## src/rtl/core/bpsd_pkg.sv

```systemverilog
// Shared types and constants for the BMP pixel stream decoder.
package bpsd_pkg;

    // One input item: a file byte and the new-file marker
    typedef struct packed {
        logic [7:0] data_byte;
        logic       start_flag;
    } t_byte_item;

    // One result item: a pixel or an error report
    typedef struct packed {
        logic [11:0] pixel_x;
        logic [11:0] pixel_y;
        logic [7:0]  red;
        logic [7:0]  green;
        logic [7:0]  blue;
        logic [1:0]  status;
        logic        last;
    } t_result;

    // Parser phases
    typedef enum logic [1:0] {
        PH_HEADER,
        PH_SKIP,
        PH_PIXELS,
        PH_DONE
    } t_phase;

    // Result status codes
    localparam logic [1:0] ST_PIXEL      = 2'd0;
    localparam logic [1:0] ST_DEPTH      = 2'd1;
    localparam logic [1:0] ST_COMPRESSED = 2'd2;
    localparam logic [1:0] ST_RANGE      = 2'd3;

    // Header layout (byte offsets, little-endian fields)
    localparam logic [31:0] HDR_BYTES   = 32'd54;
    localparam logic [31:0] HDR_LAST    = 32'd53;
    localparam logic [31:0] OFS_OFFSET  = 32'd10;
    localparam logic [31:0] OFS_WIDTH   = 32'd18;
    localparam logic [31:0] OFS_HEIGHT  = 32'd22;
    localparam logic [31:0] OFS_BITS    = 32'd28;
    localparam logic [31:0] OFS_COMP    = 32'd30;

    // Supported bit counts
    localparam logic [15:0] BITS_24 = 16'd24;
    localparam logic [15:0] BITS_32 = 16'd32;

    // Result queue geometry
    localparam int unsigned      QUEUE_DEPTH = 4;
    localparam int unsigned      QPTR_W      = 2;
    localparam int unsigned      QCNT_W      = 3;
    localparam logic [QCNT_W-1:0] QUEUE_FULL = 3'd4;

endpackage

```

## src/rtl/core/bpsd_front.sv

```systemverilog
// Front end: header capture, validation, and pixel assembly, one byte per cycle while i_accept is high.
module bpsd_front import bpsd_pkg::*; #(
    parameter int MAX_WIDTH  = 4096,
    parameter int MAX_HEIGHT = 4096
) (
    input  logic       i_clk,
    input  logic       i_rst_n,
    input  logic       i_accept,
    input  t_byte_item i_item,
    output logic       o_push,
    output t_result    o_result
);

    localparam int WW   = $clog2(MAX_WIDTH + 1);
    localparam int HW   = $clog2(MAX_HEIGHT + 1);
    localparam int PADW = WW + 2;

    localparam logic [1:0] BIP_BLUE  = 2'd0;
    localparam logic [1:0] BIP_GREEN = 2'd1;
    localparam logic [1:0] BIP_RED   = 2'd2;
    localparam logic [1:0] BIP_SPARE = 2'd3;

    t_phase          r_phase, n_phase, c_phase;
    logic [31:0]     r_pos, n_pos, c_pos;
    logic [31:0]     r_offset, n_offset;
    logic [31:0]     r_raw_w, n_raw_w;
    logic [31:0]     r_raw_h, n_raw_h;
    logic [15:0]     r_raw_bits, n_raw_bits;
    logic            r_comp_nz, n_comp_nz;
    logic [WW-1:0]   r_width, n_width, r_col, n_col, col_inc;
    logic [HW-1:0]   r_height, n_height, r_row, n_row, row_inc, y_pos;
    logic            r_top, n_top, r_wide, n_wide;
    logic [1:0]      r_bip, n_bip, r_pad, n_pad;
    logic [7:0]      r_blue, n_blue, r_green, n_green;
    logic [1:0]      hdr_err;
    logic [31:0]     h_mag;
    logic            range_bad, bits_ok;
    logic            hdr_last, skip_done, pix_go, pix_fin;
    logic [1:0]      lane_off, lane_w, lane_h, lane_b, lane_c;
    logic [PADW-1:0] w_ext;
    logic [7:0]      byte_in;

    // A start flag restarts the parser on this very byte
    assign byte_in = i_item.data_byte;
    assign c_phase = i_item.start_flag ? PH_HEADER : r_phase;
    assign c_pos   = i_item.start_flag ? '0 : r_pos;

    assign hdr_last  = (c_pos == HDR_LAST);
    assign skip_done = (c_pos >= r_offset);
    assign pix_go    = (c_phase == PH_PIXELS) || ((c_phase == PH_SKIP) && skip_done);

    assign lane_off = 2'(c_pos - OFS_OFFSET);
    assign lane_w   = 2'(c_pos - OFS_WIDTH);
    assign lane_h   = 2'(c_pos - OFS_HEIGHT);
    assign lane_b   = 2'(c_pos - OFS_BITS);
    assign lane_c   = 2'(c_pos - OFS_COMP);

    // Header validation, depth first, then compression, then range
    assign bits_ok   = (r_raw_bits == BITS_24) || (r_raw_bits == BITS_32);
    assign h_mag     = r_raw_h[31] ? (32'd0 - r_raw_h) : r_raw_h;
    assign range_bad = r_raw_w[31] || (r_raw_w == 32'd0) || (r_raw_w > 32'(MAX_WIDTH))
                    || (h_mag == 32'd0) || (h_mag > 32'(MAX_HEIGHT))
                    || (r_offset < HDR_BYTES);

    always_comb begin
        priority if (!bits_ok) begin
            hdr_err = ST_DEPTH;
        end else if (r_comp_nz) begin
            hdr_err = ST_COMPRESSED;
        end else if (range_bad) begin
            hdr_err = ST_RANGE;
        end else begin
            hdr_err = ST_PIXEL;
        end
    end

    // Pixel position helpers
    assign col_inc = r_col + 1'b1;
    assign row_inc = r_row + 1'b1;
    assign y_pos   = r_top ? r_row : (r_height - 1'b1 - r_row);
    assign w_ext   = PADW'(r_width);
    assign pix_fin = pix_go && (r_pad == 2'd0) && (r_bip == BIP_RED)
                  && (col_inc == r_width) && (row_inc == r_height);

    // Next phase
    always_comb begin
        n_phase = r_phase;
        if (i_accept) begin
            n_phase = c_phase;
            unique case (c_phase)
                PH_HEADER: begin
                    if (hdr_last) begin
                        n_phase = (hdr_err != ST_PIXEL) ? PH_DONE : PH_SKIP;
                    end
                end
                PH_SKIP: begin
                    if (skip_done) begin
                        n_phase = PH_PIXELS;
                    end
                end
                PH_PIXELS: ;
                PH_DONE:   ;
            endcase
            if (pix_fin) begin
                n_phase = PH_DONE;
            end
        end
    end

    // Datapath and result
    always_comb begin
        n_pos      = r_pos;
        n_offset   = r_offset;
        n_raw_w    = r_raw_w;
        n_raw_h    = r_raw_h;
        n_raw_bits = r_raw_bits;
        n_comp_nz  = r_comp_nz;
        n_width    = r_width;
        n_height   = r_height;
        n_col      = r_col;
        n_row      = r_row;
        n_top      = r_top;
        n_wide     = r_wide;
        n_bip      = r_bip;
        n_pad      = r_pad;
        n_blue     = r_blue;
        n_green    = r_green;
        o_push     = 1'b0;
        o_result   = '0;

        if (i_accept) begin
            // saturating byte counter
            n_pos = (c_pos == 32'hFFFF_FFFF) ? c_pos : c_pos + 32'd1;

            if (c_phase == PH_HEADER) begin
                // field capture
                if (c_pos >= OFS_OFFSET && c_pos < OFS_OFFSET + 32'd4) begin
                    n_offset[8*lane_off +: 8] = byte_in;
                end
                if (c_pos >= OFS_WIDTH && c_pos < OFS_WIDTH + 32'd4) begin
                    n_raw_w[8*lane_w +: 8] = byte_in;
                end
                if (c_pos >= OFS_HEIGHT && c_pos < OFS_HEIGHT + 32'd4) begin
                    n_raw_h[8*lane_h +: 8] = byte_in;
                end
                if (c_pos >= OFS_BITS && c_pos < OFS_BITS + 32'd2) begin
                    n_raw_bits[8*lane_b[0] +: 8] = byte_in;
                end
                if (c_pos >= OFS_COMP && c_pos < OFS_COMP + 32'd4) begin
                    n_comp_nz = ((lane_c != 2'd0) && r_comp_nz) || (byte_in != 8'd0);
                end

                // end of header: report or set up the image
                if (hdr_last) begin
                    if (hdr_err != ST_PIXEL) begin
                        o_push          = 1'b1;
                        o_result.status = hdr_err;
                        o_result.last   = 1'b1;
                    end else begin
                        n_width  = r_raw_w[WW-1:0];
                        n_height = h_mag[HW-1:0];
                        n_top    = r_raw_h[31];
                        n_wide   = (r_raw_bits == BITS_32);
                        n_col    = '0;
                        n_row    = '0;
                        n_bip    = BIP_BLUE;
                        n_pad    = 2'd0;
                    end
                end
            end

            if (pix_go) begin
                priority if (r_pad != 2'd0) begin
                    n_pad = r_pad - 2'd1;
                end else begin
                    unique case (r_bip)
                        BIP_BLUE: begin
                            n_blue = byte_in;
                            n_bip  = BIP_GREEN;
                        end
                        BIP_GREEN: begin
                            n_green = byte_in;
                            n_bip   = BIP_RED;
                        end
                        BIP_RED: begin
                            o_push           = 1'b1;
                            o_result.pixel_x = 12'(r_col);
                            o_result.pixel_y = 12'(y_pos);
                            o_result.red     = byte_in;
                            o_result.green   = r_green;
                            o_result.blue    = r_blue;
                            o_result.status  = ST_PIXEL;
                            o_result.last    = pix_fin;
                            if (!pix_fin) begin
                                if (r_wide) begin
                                    n_bip = BIP_SPARE;
                                end else begin
                                    n_bip = BIP_BLUE;
                                    if (col_inc >= r_width) begin
                                        n_col = '0;
                                        n_row = row_inc;
                                        n_pad = w_ext[1:0];
                                    end else begin
                                        n_col = col_inc;
                                    end
                                end
                            end
                        end
                        BIP_SPARE: begin
                            // fourth byte of a 32-bit pixel: dropped, no row padding
                            n_bip = BIP_BLUE;
                            if (col_inc >= r_width) begin
                                n_col = '0;
                                n_row = row_inc;
                                n_pad = 2'd0;
                            end else begin
                                n_col = col_inc;
                            end
                        end
                    endcase
                end
            end
        end
    end

    // Control registers
    always_ff @(posedge i_clk) begin
        if (!i_rst_n) begin
            r_phase <= PH_HEADER;
            r_pos   <= '0;
            r_wide  <= 1'b0;
            r_pad   <= 2'd0;
            r_bip   <= BIP_BLUE;
        end else begin
            r_phase <= n_phase;
            r_pos   <= n_pos;
            r_wide  <= n_wide;
            r_pad   <= n_pad;
            r_bip   <= n_bip;
        end
    end

    // Header fields and pixel payload
    always_ff @(posedge i_clk) begin
        r_offset   <= n_offset;
        r_raw_w    <= n_raw_w;
        r_raw_h    <= n_raw_h;
        r_raw_bits <= n_raw_bits;
        r_comp_nz  <= n_comp_nz;
        r_width    <= n_width;
        r_height   <= n_height;
        r_col      <= n_col;
        r_row      <= n_row;
        r_top      <= n_top;
        r_blue     <= n_blue;
        r_green    <= n_green;
    end

    // Every error report closes its file
    a_err_last: assert property (@(posedge i_clk) disable iff (!i_rst_n)
        o_push && (o_result.status != ST_PIXEL) |-> o_result.last)
        else $error("error result without last");

    // After the closing result the parser ignores bytes
    a_last_done: assert property (@(posedge i_clk) disable iff (!i_rst_n)
        o_push && o_result.last |=> (r_phase == PH_DONE))
        else $error("parser not done after last result");

    // 32-bit pixels never carry row padding
    a_wide_pad: assert property (@(posedge i_clk) disable iff (!i_rst_n)
        r_wide |-> (r_pad == 2'd0))
        else $error("padding pending on 32-bit image");

endmodule

```

## src/rtl/core/bpsd_queue.sv

```systemverilog
// Back end: short result queue that drives the output channel.
module bpsd_queue import bpsd_pkg::*; (
    input  logic    i_clk,
    input  logic    i_rst_n,
    input  logic    i_push,
    input  t_result i_result,
    output logic    o_full,
    output logic    o_valid,
    input  logic    i_stall,
    output t_result o_result
);

    t_result             r_mem [QUEUE_DEPTH];
    logic [QPTR_W-1:0]   r_wr, n_wr, r_rd, n_rd;
    logic [QCNT_W-1:0]   r_cnt, n_cnt;
    logic                pop;

    assign o_full   = (r_cnt == QUEUE_FULL);
    assign o_valid  = (r_cnt != '0);
    assign o_result = r_mem[r_rd];
    assign pop      = o_valid && !i_stall;

    // Pointer and count update
    always_comb begin
        n_wr  = i_push ? r_wr + 1'b1 : r_wr;
        n_rd  = pop ? r_rd + 1'b1 : r_rd;
        n_cnt = r_cnt + QCNT_W'(i_push) - QCNT_W'(pop);
    end

    always_ff @(posedge i_clk) begin
        if (!i_rst_n) begin
            r_wr  <= '0;
            r_rd  <= '0;
            r_cnt <= '0;
        end else begin
            r_wr  <= n_wr;
            r_rd  <= n_rd;
            r_cnt <= n_cnt;
        end
    end

    // Entry storage
    always_ff @(posedge i_clk) begin
        if (i_push) begin
            r_mem[r_wr] <= i_result;
        end
    end

    // Count never passes the depth
    a_cnt_range: assert property (@(posedge i_clk) disable iff (!i_rst_n)
        r_cnt <= QUEUE_FULL)
        else $error("queue count out of range");

    // Front end holds off while the queue is full
    a_no_overflow: assert property (@(posedge i_clk) disable iff (!i_rst_n)
        o_full |-> !i_push)
        else $error("push into full queue");

    // A stalled result item stays put
    a_hold: assert property (@(posedge i_clk) disable iff (!i_rst_n)
        o_valid && i_stall |=> o_valid && $stable(o_result))
        else $error("stalled result changed");

endmodule

```

## src/rtl/core/bmp_pixel_stream_decoder.sv

```systemverilog
// Top level of the BMP pixel stream decoder.
// Takes a BMP file one byte per cycle while o_stall is low and returns one item per pixel
// (x, y with row 0 at the top, red, green, blue) or a single error item; start_flag on a
// byte restarts parsing with that byte as header byte 0. Only uncompressed 24- and 32-bit
// files are decoded: other depths, compression, a width outside 1..MAX_WIDTH, a height
// magnitude outside 1..MAX_HEIGHT or a pixel offset inside the 54-byte header give one
// error item with last set. Each accepted byte is handled as it arrives, so the input
// accepts one item per clock while o_stall is low; the byte that completes a result pushes
// it into the result queue. The output side is decoupled by that four-entry queue, and
// o_stall rises only when it is full. After the last pixel or an error, bytes are taken
// and ignored until the next start flag.
module bmp_pixel_stream_decoder import bpsd_pkg::*; #(
    parameter int MAX_WIDTH  = 4096,
    parameter int MAX_HEIGHT = 4096
) (
    input  logic       i_clk,
    input  logic       i_rst_n,
    input  logic       i_valid,
    output logic       o_stall,
    input  t_byte_item i_item,
    output logic       o_valid,
    input  logic       i_stall,
    output t_result    o_result
);

    logic    accept;
    logic    push;
    logic    full;
    t_result front_result;

    // Input item taken whenever the queue has room
    assign o_stall = full;
    assign accept  = i_valid && !full;

    bpsd_front #(
        .MAX_WIDTH  (MAX_WIDTH),
        .MAX_HEIGHT (MAX_HEIGHT)
    ) u_front (
        .i_clk    (i_clk),
        .i_rst_n  (i_rst_n),
        .i_accept (accept),
        .i_item   (i_item),
        .o_push   (push),
        .o_result (front_result)
    );

    bpsd_queue u_queue (
        .i_clk    (i_clk),
        .i_rst_n  (i_rst_n),
        .i_push   (push),
        .i_result (front_result),
        .o_full   (full),
        .o_valid  (o_valid),
        .i_stall  (i_stall),
        .o_result (o_result)
    );

endmodule
```

## config.mk

```make
export PLATFORM = sky130hd
export DESIGN_NAME = bmp_pixel_stream_decoder
export DESIGN_NICKNAME = d
export VERILOG_FILES = /design/src/rtl/core/bpsd_pkg.sv /design/src/rtl/core/bpsd_front.sv /design/src/rtl/core/bpsd_queue.sv /design/src/rtl/core/bmp_pixel_stream_decoder.sv
export SDC_FILE = /design/constraint.sdc
export NUM_CORES = 1
export LEC_CHECK = 0
export ABC_CLOCK_PERIOD_IN_PS = 8800
export BUFFER_PORTS_ARGS = -buffer_cell sky130_fd_sc_hd__buf_2
export CORE_ASPECT_RATIO = 2
export CORE_MARGIN = 5
export CORE_UTILIZATION = 30
export DETAILED_ROUTE_END_ITERATION = 12
export PLACE_DENSITY = 0.45
export SYNTH_ARGS = -nofsm -noshare
export SYNTH_HDL_FRONTEND = slang
export SYNTH_SLANG_ARGS = --single-unit
```

## constraint.sdc

```tcl
create_clock -name i_clk -period 8.8 [get_ports i_clk]
set_input_delay 1.76 -clock i_clk [delete_from_list [all_inputs] [get_ports i_clk]]
set_output_delay 1.76 -clock i_clk [all_outputs]
set_load 0.02 [all_outputs]
```

== Yosys cells after proc, flatten, opt, wreduce, memory -nomap -nowiden ==
Memories as Yosys holds them, arrays and structs flattened. A register that Yosys moved wholly into a read port is not among the register bits.
Cells that the tools add are included.
Word-level totals
  flip-flop bits (word level): 228
  input port bits: 13
  RAM bits: 204
  output and inout bits: 53
  memories: 1
Memories
  u_queue.r_mem: depth 4, bits a word 51, read ports 1, clocked after memory_dff 1, wr ports 1, RTL line bpsd_queue.sv:13  | t_result r_mem [QUEUE_DEPTH];
Operators by class
  shift-type cells: 8
  reduce and logical (&&, ||, !) cells: 41
  add/subtract/negate cells: 20
  mux-type cells: 71
  order comparisons: 15
  bitwise logic cells: 2
  eq/ne operators: 12
Operators by type and width (count)
  13-bit 2-to-1 mux: 16
  51-bit 2-to-1 mux: 4
  32-bit by 5-bit greater-or-equal comparator with 1-bit output, second input constant: 4
  5-bit negation with 34-bit output: 3
  8-bit by 34-bit variable shift with 32-bit output, first input constant: 3
  8-bit by 34-bit indexed part select with 32-bit output: 3
  32-bit bitwise mux: 3
  32-bit by 5-bit < comparator with 1-bit output, second input constant: 3
  32-bit 2-to-1 mux: 3
  32-bit by 13-bit > comparator with 1-bit output, second input constant: 2
  32-bit logical NOT: 2
  32-bit by 6-bit < comparator with 1-bit output, second input constant: 2
  2-bit 2-to-1 mux: 26
  13-bit case mux with 2 select lines: 2
  4-bit negation with 34-bit output: 1
  8-bit by 34-bit variable shift with 16-bit output, first input constant: 1
  8-bit by 34-bit indexed part select with 16-bit output: 1
  32-bit by 1-bit adder with 32-bit output, second input constant: 1
  32-bit equality test, second input constant: 1
  32-bit by 6-bit equality test with 1-bit output, second input constant: 1
  32-bit greater-or-equal comparator: 1
  32-bit by 4-bit greater-or-equal comparator with 1-bit output, second input constant: 1
  32-bit by 4-bit < comparator with 1-bit output, second input constant: 1
  1-bit by 32-bit subtractor with 32-bit output, first input constant: 1
  32 further kinds: 83

== Longest topological paths before layout ==
  depth in word-level cells: 19
  gate-level depth with buffers: 22

== Cells and area by module ==
From an unflattened synthesis, not the netlist that was laid out.
Second synthesis, totals
  cell total of the unflattened synthesis: 1676
  area total of the unflattened synthesis: 21121.5 um^2
Modules (own cells, without submodules)
  bpsd_front: cells each 1361, area an instance 13221.4 um^2, times used 1
  bpsd_queue: cells each 314, area an instance 7886.3 um^2, times used 1
  bmp_pixel_stream_decoder: cells each 1, area an instance 13.8 um^2, times used 1

== Least setup slack after synthesis ==
Ideal clock, no wire load.
  kind: input-to-reg
  from: input port i_item[0] (netlist bit)
  to: memory u_queue.r_mem[1][0] (netlist bit), enable pin
  arrival: 7.567 ns
  stages on the path: 15
  slack: 0.760 ns
  buffers on the path: 5
  data required time: 8.327 ns
  path through: clkbuf_1 -> clkbuf_1 -> clkbuf_1 -> clkbuf_1 -> clkbuf_1 -> nor2_1 -> ha_1 -> and4_1 -> nand4_1 -> o41a_1 -> a211oi_1 -> a21oi_1 -> nor3_1 -> nand2_1 -> a21boi_1
Between the ends
  cells in the longest elaborated chain, start to end: 10
  elaborated cells on any way between the ends: 17
  classes of those cells: order compare (1); eq/ne (3); mux (10); reduce/logical (3)
Ends and longest elaborated chain
  from (decl): RTL line bmp_pixel_stream_decoder.sv:20  | input t_byte_item i_item,
  branches (longest 6 deep; another with 32-bit greater-or-equal comparator)
  1-bit 2-to-1 mux *: RTL line bpsd_front.sv:172  | if (pix_go) begin
  1-bit 2-to-1 mux *: RTL line bpsd_front.sv:131  | if (i_accept) begin
  1-bit 2-to-1 mux *: RTL line bpsd_queue.sv:44  | if (i_push) begin
  1-bit 2-to-1 mux (not written as such) *: RTL line bpsd_queue.sv:45  | r_mem[r_wr] <= i_result;
  to (decl): RTL line bpsd_queue.sv:13
Every way passes the cells marked *.

== Final worst setup path ==
  from: input port i_item[0] (netlist bit)
  to: register u_queue.r_cnt[2]
Between the ends
  cells in the longest elaborated chain, start to end: 10
  elaborated cells on any way between the ends: 17
  classes of those cells: add/sub (2); order compare (1); eq/ne (3); mux (8); reduce/logical (3)
Ends and longest elaborated chain
  branches (longest 6 deep; another with 32-bit greater-or-equal comparator)
  1-bit 2-to-1 mux *: RTL line bpsd_front.sv:172
  1-bit 2-to-1 mux *: RTL line bpsd_front.sv:131
  via push: RTL line bmp_pixel_stream_decoder.sv:27  | logic push;
  3-bit by 1-bit adder with 3-bit output *: RTL line bpsd_queue.sv:27  | n_cnt = r_cnt + QCNT_W'(i_push) - QCNT_W'(pop);
  3-bit by 1-bit subtractor with 3-bit output *: RTL line bpsd_queue.sv:27
  to (signal assigned): RTL line bpsd_queue.sv:38  | r_cnt <= n_cnt;
  to (decl): RTL line bpsd_queue.sv:15  | logic [QCNT_W-1:0] r_cnt, n_cnt;
Mark *: on every way through the listed nets, which the timed path passes.
A chain may end at the register's enable or synchronous reset.

==> impl_summary.md <==
Run status
The flow ran to the end, and the final reports show no timing, DRC or antenna violations.

Worst setup path
Along the worst path, the maximum fanout reaches 29. At the worst endpoint, the required time is 9.25 ns. The worst setup path is captured at a flip-flop. At the worst endpoint, the arrival time is 6.36 ns. Walking the worst path, the cells encountered are buf_2, buf_4, nand2b_1, inv_1, ha_1, a21o_1, a211oi_1, o41a_1, a211oi_1, a21oi_1, nor3_1, nand2_1, buf_4, nand2_1, ha_1, fa_1, xnor2_1, xnor2_1, nor2_1. The setup path with the least slack is of type in -> reg.

The largest single stage delay on the critical path is 0.60 ns. The kind of launch point of the worst setup path is an input pin. The largest individual stage delay along the critical path comes from the cell sky130_fd_sc_hd__a21oi_1.

Clock tree
The H-tree was split into 2 levels. The root buffer selected by CTS is sky130_fd_sc_hd__clkbuf_16. The clock network latency to the later pin of the worst-skew pair is 0.58 ns.

The number of buffers inserted for hold repair after clock tree synthesis is 0. The clock tree from TritonCTS is yes. The count of clock tree sinks is 434.

After clock tree synthesis, the repair step resized 0 gates. The number of setup buffers added after CTS is 0. In this run the deepest clock path goes through 3 buffers.

The clock edge transition at the registers on the reported setup and hold paths is 0.07 ns. The total clock buffers created by CTS is 41.

STA
Setup repair after global routing left no endpoint under its margin. The achievable frequency is 0.169 GHz. The post-route fraction of the period consumed by the critical path is 67.1%. For the finished layout, the period the worst path requires is 5.90 ns.

Measured against its own limit, the worst slew margin works out to 22.2%. The clock skew after layout is 0.0309 ns. The number of hold violations in the final report came to 0. The max-slew violation total from the final report came to 0. At the pin with the least slew margin, the transition time is 1.16 ns.

The final number of setup-violating endpoints is 0. The aggregate negative setup slack is 0 ns.

Routing
Summed over all layers, the routed wires come to 58,800 µm. In this run the remaining antenna-violating nets after routing total 0. The final route contains 13,562 vias. The first-pass detailed-route iteration total is 5.

For this run, design rule violations remaining after detail routing come to 0. The via density per instance is 5.09. The detailed router finished its first iteration with 868 violations. The routed wirelength normalized by instance count is 22.1 µm.

Final layout
Compared with the post-synthesis result, the final layout area differs by 13.1%. The final instance area is 23,800 µm². Of the cells placed in the final design, the portion with a size suffix greater than 1 is 13.7%. The number of antenna diodes in the final layout is 0. The number of nets in the final layout is 1,817. Cells fill 34.1% of the core in the end.

Min path
The type of the tightest min-delay check is reg -> reg.

Synth
The number of enable-type register cells in the synthesized netlist is 386. The total of warnings raised by yosys is 0. Counting distinct cell types in the post-synthesis netlist gives 93. The proportion of synthesized chip area in sequential cells is 59.8%.

A synthesized cell averages 12.6 µm². The most used flip-flop cell after synthesis is sky130_fd_sc_hd__edfxtp_1. The synthesis-stage register bit count is 434.

The instance count of the mapped netlist is 1,670. For this run, asynchronously set or reset flops after synthesis account for 0%. The synthesized design spends more area on one cell type than any other, namely sky130_fd_sc_hd__edfxtp_1. The cell area that synthesis handed to floorplanning was 21,000 µm². By area the synthesized netlist is led by sky130_fd_sc_hd__edfxtp_1 55%, sky130_fd_sc_hd__mux4_2 5.5%, sky130_fd_sc_hd__dfxtp_1 4.6%. The number of nets produced by synthesis is 1,755. The share of synthesized area in the top cell type comes to 55.2%.

Flow run
Across the run, the number of max-cap violations was 0.

Placed design
The sum of net half-perimeters after detailed placement is 43,600 µm. The post-place instance area is 22,400 µm². The count of input and output buffers is 65. The final weighted congestion in routability-driven placement is 0.845.

Floorplan
The I/O pin count is 66. The area of the die is 75,700 µm². The floorplan die width is 197 µm. The standard cell core area is 69,600 µm². Once the floorplan was initialized, standard cells occupied 30.2% of the core. The row count is 137.

Measured along the y axis, the die boundary spans 384 µm.

Global route
The global route total overflow is 0. The via count of the first global-routing pass came to 14,309. The global-route wire length before repair is 87,700 µm. The number of antenna violations at the first check in global routing is 2. In the global route stage, overall resource usage came out at 15.4%. Entering global routing, the biggest net connects 52 pins.

Power and ir drop
Across the VDD grid, the largest voltage drop is 146 µV. The static leakage is 8.26 nW. Dividing total power by cell area gives a power density of 218 nW/µm².
-- sequential cells by signal (all words and copies together), names as in the netlist, 8 cells and up, named ones only --
register            count
u_front.r_row          13
u_front.r_pos          32
u_front.r_green         8
u_front.r_height       13
u_queue.r_mem         204
u_front.r_offset       32
u_front.r_col          13
u_front.r_raw_h        32
u_front.r_width        13
u_front.r_blue          8
u_front.r_raw_w        32
u_front.r_raw_bits     16
-- logic make-up (layout without fill, tap and decap cells) --
logic type | Yosys count | after routing | share of synthesized area, %
xor+xnor | 72 | 72 | 3.13
simple gates | 617 | 617 | 15.8
mux | 62 | 62 | 6.01
buf+inv | 172 | 264 | 3.18
compound gates | 241 | 241 | 7.73
flops | 434 | 434 | 59.8
fa+ha+maj | 72 | 72 | 4.36
-- synthesized netlist by cell type (all sizes together) (4+ instances only) --
library cell	number
a211oi	11
o211ai	7
ha	70
o21ai	55
a21oi	55
nand2b	24
nand3	49
nor4	40
dfxtp	48
o22ai	4
inv	99
nor4b	5
a2111oi	4
xnor2	41
a311oi	8
or4b	4
mux2i	8
and3	20
xor2	29
or4	9
or3	14
a31oi	14
nor3	45
or2	4
a41oi	4
clkbuf	54
nor2	141
o31ai	7
edfxtp	386
nand2	97
o21a	5
mux4	51
nand4	34
and2	61
buf	16
and4	12
a31o	5
nor3b	7
nor2b	41
a22o	5
a21o	17
a21boi	5
a22oi	5
-- per-stage QoR --
stage               power, mW  setup WS (ns)  hold WS [ns]  std cells
floorplan                3.12          0.760         0.427       1670
global placement         3.47           2.33         0.434       2592
detailed placement       3.47           2.26         0.435       2592
CTS                      5.27           2.86         0.454       2665
global route             5.42           2.49         0.464       2665
finish                   5.18           2.90         0.454       2665
-- path summary, 6_finish.rpt --
kind	start	end	slack, ns	depth (start not counted)
worst max-delay path	i_item[0]	u_queue.r_cnt[2]	2.90	19
worst min-delay path	u_front.r_raw_w[2]	u_front.r_width[2]	0.45	0
worst max register to register	u_front.r_raw_h[0]	u_queue.r_cnt[2]	3.37	16
worst min register to register	u_front.r_raw_w[2]	u_front.r_width[2]	0.45	0
-- cell type report --
cell class                 instances  area (µm²)
timing repair buffer              89         505
clock buffer                      49        1080
sequential                       434       12600
clock inverter                    24         259
fill                            6976       45800
inverter                         102         383
multi-input combinational       1064        7840
tap                              903        1130
-- routing by layer --
layer | up-vias | wire, µm | global-route usage (%)
met5 | - | 0 | 0
met4 | 0 | 4610 | 10.5
met3 | 144 | 1720 | 1.61
met2 | 306 | 33300 | 30.6
met1 | 6704 | 19200 | 14.1
li1 | 6408 | - | -
-- layout by cell type, fill, tap and decap left out, types with 8 or more instances in the layout --
master                        n
sky130_fd_sc_hd__a31oi_1     14
sky130_fd_sc_hd__dfxtp_1     46
sky130_fd_sc_hd__mux2i_1      8
sky130_fd_sc_hd__a211oi_1    11
sky130_fd_sc_hd__buf_2       65
sky130_fd_sc_hd__o21ai_0     46
sky130_fd_sc_hd__or3_1       14
sky130_fd_sc_hd__inv_1       99
sky130_fd_sc_hd__and2_1      60
sky130_fd_sc_hd__and4_1      12
sky130_fd_sc_hd__buf_4       24
sky130_fd_sc_hd__nand4_1     33
sky130_fd_sc_hd__nor2b_1     40
sky130_fd_sc_hd__nand3_1     49
sky130_fd_sc_hd__nand2b_1    24
sky130_fd_sc_hd__ha_1        70
sky130_fd_sc_hd__mux4_2      51
sky130_fd_sc_hd__o21ai_1      8
sky130_fd_sc_hd__nand2_1     96
sky130_fd_sc_hd__a21o_1      17
sky130_fd_sc_hd__nor3_1      42
sky130_fd_sc_hd__clkinv_1     8
sky130_fd_sc_hd__xor2_1      29
sky130_fd_sc_hd__nor4_1      37
sky130_fd_sc_hd__nor2_1     141
sky130_fd_sc_hd__xnor2_1     41
sky130_fd_sc_hd__clkbuf_16   41
sky130_fd_sc_hd__and3_1      20
sky130_fd_sc_hd__a311oi_1     8
sky130_fd_sc_hd__edfxtp_1   386
sky130_fd_sc_hd__a21oi_1     55
-- power breakdown --
| group | switching (mW) | leakage [nW] | internal, mW |
|---|---|---|---|
| clock network | 0.823 | 0.645 | 0.958 |
| logic | 0.608 | 3.77 | 0.433 |
| registers | 0.0735 | 3.84 | 2.28 |
| total | 1.50 | 8.26 | 3.67 |
-- worst max-delay path: cells and delay by family --
family	cells	cell delay (ns)
AO/OA/AOI/OAI	5	1.28
XOR/XNOR	2	0.33
adder cells (fa/ha/maj)	3	0.95
buffers and inverters	4	1.25
AND/OR/NAND/NOR	5	0.74
No activity file was read; power rests on OpenSTA's default activity.
